--- config.mk ---
export PLATFORM = sky130hd
export DESIGN_NAME = lzd_wrap_add
export DESIGN_NICKNAME = d
export VERILOG_FILES = /design/src/design/lzd_wrap_add.sv
export SDC_FILE = /design/constraint.sdc
export NUM_CORES = 1
export LEC_CHECK = 0
export BUFFER_PORTS_ARGS = -buffer_cell sky130_fd_sc_hd__buf_4
export CELL_PAD_IN_SITES_DETAIL_PLACEMENT = 0
export CELL_PAD_IN_SITES_GLOBAL_PLACEMENT = 1
export CORE_ASPECT_RATIO = 1.1
export CORE_UTILIZATION = 27
export DETAILED_ROUTE_END_ITERATION = 12
export GPL_ROUTABILITY_DRIVEN = 0
export PLACE_DENSITY_LB_ADDON = 0.1
export SLEW_MARGIN = 20
export SYNTH_ARGS = -nofsm -noshare
export SYNTH_HDL_FRONTEND = slang
export SYNTH_SLANG_ARGS = --single-unit
--- constraint.sdc ---
create_clock -name vclk -period 2.9
set_clock_uncertainty 0.1 [all_clocks]
set_input_delay 0.58 -clock vclk [all_inputs]
set_output_delay 0.58 -clock vclk [all_outputs]
set_load 0.01 [all_outputs]
--- src/design/lzd_wrap_add.sv ---
// Shared ring-address adder: (a + b) modulo the window size, with a, b below it.
// It has no dependencies; the decoder sequencer drives it in every state.
module lzd_wrap_add #(
  parameter int unsigned WINDOW_SIZE = 4096
) (
  input  logic [$clog2(WINDOW_SIZE)-1:0] a_i,
  input  logic [$clog2(WINDOW_SIZE)-1:0] b_i,
  output logic [$clog2(WINDOW_SIZE)-1:0] sum_o
);

  localparam int unsigned PW = $clog2(WINDOW_SIZE);

  logic [PW:0] raw;
  logic [PW:0] wrapped;

  always_comb begin
    raw     = {1'b0, a_i} + {1'b0, b_i};
    wrapped = raw - (PW+1)'(WINDOW_SIZE);
    if (raw >= (PW+1)'(WINDOW_SIZE)) begin
      sum_o = wrapped[PW-1:0];
    end else begin
      sum_o = raw[PW-1:0];
    end
  end

endmodule

==> reports/qor.csv, run 1 <==
metric;value;unit
drc violations;0;
initial antenna violation count;0;
# hold bufs at CTS;0;
register area;0;um^2
final worst slack;-7.07;ps
top cells by area, synth;ha_1 (27%), xnor2_1 (12%), a21oi_1 (8.0%), xor2_1 (7.0%), a2111oi_4 (5.5%);
worst setup path start;b_i[0];
Required @ worst endpoint;2220;ps
NumNets Final;141;
highest clock rate;0.344;GHz
biggest area consumer among synthesized cells;ha_1;
Rows;16;
crit path DAT;2230;ps
min-delay worst type;in -> out;
worst setup path end;sum_o[8];
DRT Pass-1 Iters;4;
pwr dens;259;nW/um^2
share of the synthesized area in the top cell type;0.274;
DR vias/cell;5.11;
register area share after synthesis;0;
DP HPWL;1120;um
gr ovfl total;0;
Max-Cap Viols;0;
fin crit period;2910;ps
Final Util;0.518;
post-synthesis instance area;503;um^2
most common cell in the netlist;ha_1;
total global-route track usage;0.120;
largest fanout on the critical path;2;
outcome;finished, violations left;
CORE AREA;1760;um^2
Rel. slew slack;0.788;
placed inst area;845;um^2
Setup Total Neg Slack;-7.07;ps
maximum VDD drop;109;uV
syn_nets;95;
Seq cells;0;
failing checks;negative setup slack;
final hold vios;0;
Netlist cell types;25;
Starting DRT DRC Count;5;
DRT Wirelength;1300;um
DIE WIDTH;43.2;um
clkbuf count;0;
I/O Buffers;36;
via count;618;
Gate Count Post-Synth;59;
WHS Path Cells;3;
Ys Warns;0;
Slew Viols, Final;0;
layout cells sized above 1;0.544;
worst-margin pin slew;318;ps
final instance area;913;um^2
diodes inserted;0;
Die Ht;47.3;um
P_leak;0.000437;uW
Worst setup EP type;output port;
first-pass GRT wire length;1990;um
number of routed nets with antenna violations;0;
DP Worst Slack;-255;ps
largest net degree at the start of global routing;8;
via count of the first global-routing pass;510;
DR WL/cell;10.7;um
die area;2040;um^2
Filler Cells Inserted;190;
critical path class;in -> out;
IO Count;36;
crit share post-route;1.00;
Synth top cells by count;ha_1 (11), a21oi_1 (8), xnor2_1 (7);
Syn Area/Cell;8.53;um^2
element type at the critical path start;primary input;
RSZ-0062 raised after global routing;yes;
count of final setup violators;1;
hold_sp;a_i[0];
P&R area growth vs syn;81.6;%
Initial Util;0.286;
stage by stage:
step / instances / hold slack, ps / total power [uW]
final: 121 / 1350 / 237
after global routing: 121 / 1360 / 258
after CTS: 119 / 1350 / 232
after detailed placement: 118 / 1370 / 224
after global placement: 118 / 1350 / 221
after floorplan: 59 / 1200 / 120
routing by layer:
layer,vias up,share of wire,wire length (um),GRT usage
li1,316,-,-,-
met1,280,0.42,540,0.151
met2,22,0.53,681,0.242
met3,0,0.056,73,0.00385
met4,0,0,0,0
met5,-,0,0,0
kinds of logic after synthesis:
logic type | after synthesis | synth area share
and+or+nand+nor | 14 | 0.162
xor gates and xnor gates | 11 | 0.192
buffers and inverters | 1 | 0.00746
adders and majority gates | 12 | 0.313
AOI/OAI and AO/OA | 21 | 0.326
what timing repair did:
item,4_1_cts,5_1_grt
endpoints found under the setup margin,3,4
cloned,0,0
setup buffers,1,2
resized for setup,6,3
pin swaps,11,5
critical path: stages:
cell and delay [ps]:
buf_6 100, ha_4 150, fa_2 360, a211oi_2 230
o21bai_2 120, a2111oi_2 300, nor3_1 90, xor2_1 140
buf_4 150
cells in the final DEF, fill, tap and decap left out, types with 2 or more instances in the layout:
master | synthesis | final
and2_1 | 2 | 2
nor3_1 | 2 | 2
a21oi_1 | 8 | 8
xnor2_1 | 7 | 7
nand4_1 | 3 | 3
xor2_1 | 4 | 4
buf_4 | 0 | 43
nor2_1 | 2 | 2
buf_6 | 0 | 2
ha_4 | 0 | 2
ha_1 | 11 | 9
o21ai_0 | 2 | 2
a21o_1 | 3 | 3
how the worst min path moves through the flow:
stage | end | slack (ps)
2_1_floorplan | sum_o[0] | 1200
3_3_place_gp | sum_o[0] | 1350
3_5_place_dp | sum_o[0] | 1370
4_1_cts | sum_o[0] | 1350
5_1_grt | sum_o[0] | 1360
6_report | sum_o[0] | 1350
final cells by class:
class | count | area, um^2 | share of cell area
timing repair buffer | 45 | 345 | 0.378
multi-input combinational | 58 | 546 | 0.597
tap | 18 | 22.5 | 0.0247
power by group:
group | switching, uW | total [uW] | internal, uW
clock network | 0 | 0 | 0
logic | 102 | 237 | 135
registers | 0 | 0 | 0
Power figures use the tool's default switching activity.
==> inputs of run 2 (changes only) <==
--- a/config.mk
+++ b/config.mk
@@ -9,7 +9,7 @@
 export CELL_PAD_IN_SITES_DETAIL_PLACEMENT = 0
 export CELL_PAD_IN_SITES_GLOBAL_PLACEMENT = 1
 export CORE_ASPECT_RATIO = 1.1
-export CORE_UTILIZATION = 27
+export CORE_UTILIZATION = 30
 export DETAILED_ROUTE_END_ITERATION = 12
 export GPL_ROUTABILITY_DRIVEN = 0
 export PLACE_DENSITY_LB_ADDON = 0.1
==> constraint.sdc (replaced) <==
create_clock -name vclk -period 2.98
set_clock_uncertainty 0.1 [all_clocks]
set_input_delay 0.596 -clock vclk [all_inputs]
set_output_delay 0.596 -clock vclk [all_outputs]
set_load 0.01 [all_outputs]
==> run 2 against run 1 <==
  * The flow now finishes without violations
  * Critical path depth unchanged
  * Die area decreased by 9.6%
  * Utilization increased by 5.5 points
  * Worst setup slack improved by 29 ps
  * Routed wire length decreased by 4.3%
  * Clock-buffer cell count unchanged
  * Via count decreased by 3.4%
  * First-iteration DRC count increased by 20%
  * Hold slack improved by 30 ps
  * Sequential share of layout area unchanged
  * Critical endpoint unchanged
==> reports/qor.csv, run 2 (same netlist as run 1, synthesis figures left out) <==
metric;value;unit
final worst slack;21.6;ps
pwr dens;255;nW/um^2
# hold bufs at CTS;0;
DR WL/cell;10.5;um
Psw;99.5;uW
Slowest cell on crit path;fa_2;
IO Count;36;
worst setup path start;b_i[0];
NumNets Final;139;
I/O Buffers;36;
RSZ-0062 raised after global routing;yes;
P&R area growth vs syn;79.9;%
diodes inserted;0;
Clock Power Share;0;
Gate power share;1.000;
via count of the first global-routing pass;485;
critical path class;in -> out;
P_leak;0.000428;uW
most common cell after layout, fill and taps aside;buf_4;
Crit path largest cell delay;360;ps
layout cells sized above 1;0.535;
DRT Wirelength;1240;um
DIE WIDTH;41.0;um
Filler Cells Inserted;154;
Hold WS;1380;ps
crit path cell chain;buf_6 > ha_4 > fa_2 > a211oi_4 > o21bai_2 > a2111oi_2 > nor3_1 > xor2_1 > buf_4;
clkbuf count;0;
element type at the critical path start;primary input;
Required @ worst endpoint;2280;ps
min-delay worst type;in -> out;
placed inst area;833;um^2
number of routed nets with antenna violations;0;
Slew Viols, Final;0;
total global-route track usage;0.136;
Worst setup EP type;output port;
Reg power frac;0;
DRT Pass-1 Iters;2;
largest net degree at the start of global routing;8;
DP HPWL;1070;um
final hold vios;0;
Die Ht;44.9;um
Rel. slew slack;0.791;
DP Worst Slack;-261;ps
final instance area;905;um^2
outcome;completed;
die area;1840;um^2
CORE AREA;1580;um^2
via count;597;
crit share post-route;0.993;
Max-Cap Viols;0;
hold_sp;a_i[0];
gr ovfl total;0;
drc violations;0;
crit path DAT;2260;ps
DR vias/cell;5.06;
first-pass GRT wire length;1860;um
fin crit period;2960;ps
largest fanout on the critical path;2;
Net Sw Frac;0.432;
internal cell power;131;uW
Seq cells;0;
Final Util;0.574;
initial antenna violation count;0;
maximum VDD drop;129;uV
Initial Util;0.319;
highest clock rate;0.338;GHz
count of final setup violators;0;
worst-margin pin slew;313;ps
Rows;15;
register area;0;um^2
Starting DRT DRC Count;6;
most frequent cells in the layout;buf_4 (41), ha_1 (9), a21oi_1 (7), xnor2_1 (7), xor2_1 (4);
-- run 2: cell type report --
cell class                 count  area, um^2  area share
multi-input combinational     58         553       0.611
timing repair buffer          43         330       0.365
tap                           17        21.3      0.0235
-- run 2: worst max-delay path: cells and delay by family --
kind / cells / cell delay, ps
buffers and inverters: 2 / 250
and+or+nand+nor: 1 / 90
xor gates and xnor gates: 1 / 140
AOI/OAI and AO/OA: 3 / 680
adders and majority gates: 2 / 510
-- run 2: power by group through the flow --
stage                     clock, uW  combinational [uW]  sequential (uW)
after global placement            0                 211                0
after detailed placement          0                 214                0
after global routing              0                 254                0
after CTS                         0                 225                0
final                             0                 230                0
after floorplan                   0                 116                0
-- run 2: routing by layer --
layer / wire length [um] / track usage / up-vias
li1: - / - / 312
met5: 0 / 0 / -
met3: 90 / 0 / 0
met2: 642 / 0.269 / 21
met1: 506 / 0.166 / 264
met4: 0 / 0 / 0
-- run 2: worst paths after layout --
kind	endpoint	depth (start not counted)
worst max-delay path	sum_o[8]	9
worst min-delay path	sum_o[0]	3
-- run 2: per-stage QoR --
stage | power (uW) | cells | setup TNS [ps]
after floorplan | 116 | 59 | 0
after CTS | 225 | 117 | -31.2
after global placement | 211 | 116 | -185
after global routing | 254 | 118 | -77.1
final | 230 | 118 | 0
after detailed placement | 214 | 116 | -269
-- run 2: repair_timing --
action	4_1_cts	5_1_grt
setup endpoints to repair	3	3
gates cloned	0	0
hold endpoints to repair	0	0
setup buffers	1	1
pin swaps	9	9
gates resized for setup	8	3
==> inputs of run 3 (changes only) <==
--- a/config.mk
+++ b/config.mk
@@ -5,10 +5,9 @@
 export SDC_FILE = /design/constraint.sdc
 export NUM_CORES = 1
 export LEC_CHECK = 0
-export BUFFER_PORTS_ARGS = -buffer_cell sky130_fd_sc_hd__buf_4
+export BUFFER_PORTS_ARGS = -buffer_cell sky130_fd_sc_hd__clkbuf_2
 export CELL_PAD_IN_SITES_DETAIL_PLACEMENT = 0
 export CELL_PAD_IN_SITES_GLOBAL_PLACEMENT = 1
-export CORE_ASPECT_RATIO = 1.1
 export CORE_UTILIZATION = 30
 export DETAILED_ROUTE_END_ITERATION = 12
 export GPL_ROUTABILITY_DRIVEN = 0
==> run 3 against run 2 <==
  * Worst setup slack worse by 6.1 ps
  * Utilization fell by 6.6 points
  * Fmax is 0.21% lower
  * Clock-buffer cell count unchanged
  * Largest cell class unchanged
==> reports/qor.csv, run 3 (same netlist as run 1, synthesis figures left out) <==
metric;value;unit
outcome;completed;
DR vias/cell;5.18;
critical path class;in -> out;
Crit path largest cell delay;370;ps
Rel. slew slack;0.792;
Required @ worst endpoint;2280;ps
Die Ht;42.9;um
most common cell after layout, fill and taps aside;clkbuf_2;
maximum VDD drop;93.8;uV
count of final setup violators;0;
NumNets Final;138;
# hold bufs at CTS;0;
Post-Place Cells;115;
highest clock rate;0.337;GHz
die area;1840;um^2
fin crit period;2960;ps
placed inst area;742;um^2
Seq cells;0;
worst-margin pin slew;312;ps
via count;601;
P&R area growth vs syn;55.7;%
number of routed nets with antenna violations;0;
Final Util;0.508;
first-pass GRT wire length;2080;um
worst path buffer plus inverter count;2;
total global-route track usage;0.135;
Worst setup EP type;output port;
Starting DRT DRC Count;5;
Slowest cell on crit path;fa_2;
I/O Buffers;36;
element type at the critical path start;primary input;
initial antenna violation count;0;
IO Count;36;
pwr dens;247;nW/um^2
largest fanout on the critical path;2;
layout cells sized above 1;0.510;
register area;0;um^2
Rows;14;
DR WL/cell;10.2;um
clkbuf count;0;
Max-Cap Viols;0;
Hold WS;1430;ps
drc violations;0;
crit-path leading delay family;compound AO/OA/AOI/OAI gates;
final hold vios;0;
DIE WIDTH;42.9;um
crit path cell chain;clkbuf_2 > ha_4 > fa_2 > a211oi_2 > o21bai_1 > a2111oi_2 > nor3_1 > xor2_1 > buf_2;
largest net degree at the start of global routing;8;
DP HPWL;1060;um
Design Power;194;uW
DRT Pass-1 Iters;3;
P_leak;0.000392;uW
most frequent cells in the layout;clkbuf_2 (34), ha_1 (9), a21oi_1 (8), xnor2_1 (7), buf_4 (6);
crit path DAT;2270;ps
RSZ-0062 raised after global routing;yes;
diodes inserted;0;
final instance area;783;um^2
via count of the first global-routing pass;553;
Filler Cells Inserted;173;
Initial Util;0.326;
Non-Filler Instances;116;
min-delay worst type;in -> out;
DRT Wirelength;1180;um
Slew Viols, Final;0;
crit share post-route;0.995;
CORE AREA;1540;um^2
gr ovfl total;0;
-- run 3: cell type report --
type                       count  area, um^2  share of cell area
tap                           16        20.0              0.0256
multi-input combinational     58         538               0.687
timing repair buffer          42         225               0.288
-- run 3: stage by stage --
step / setup WS (ps) / TNS, ps
floorplan: 16.3 / 0
global placement: -167 / -167
detailed placement: -191 / -191
CTS: -52.9 / -52.9
global route: -105 / -127
finish: 15.5 / 0
-- run 3: final timing paths --
kind	from	to	slack, ps	depth (start not counted)
setup / recovery	b_i[0]	sum_o[8]	20	9
hold / removal	a_i[0]	sum_o[0]	1430	3
-- run 3: timing repair --
| action | 4_1_cts | 5_1_grt |
|---|---|---|
| cloned | 0 | 0 |
| hold endpoints to repair | 0 | 0 |
| resized for setup | 4 | 4 |
| pin swaps | 7 | 5 |
| endpoints found under the setup margin | 1 | 4 |
| setup buffers | 1 | 0 |
-- run 3: where the power goes --
part           switching, uW  total (uW)  leakage [uW]  internal, uW
combinational           94.3         194      0.000392          99.2
clock                      0           0             0             0
sequential                 0           0             0             0
total                   94.3         194      0.000392          99.2
-- run 3: metal layers --
metal  wire length [um]  GRT usage  up-vias
met5                  0          0        -
met4                  0          0        0
met3                 59    0.00426        0
met2                625      0.279       19
met1                498      0.160      270
li1                   -          -      312
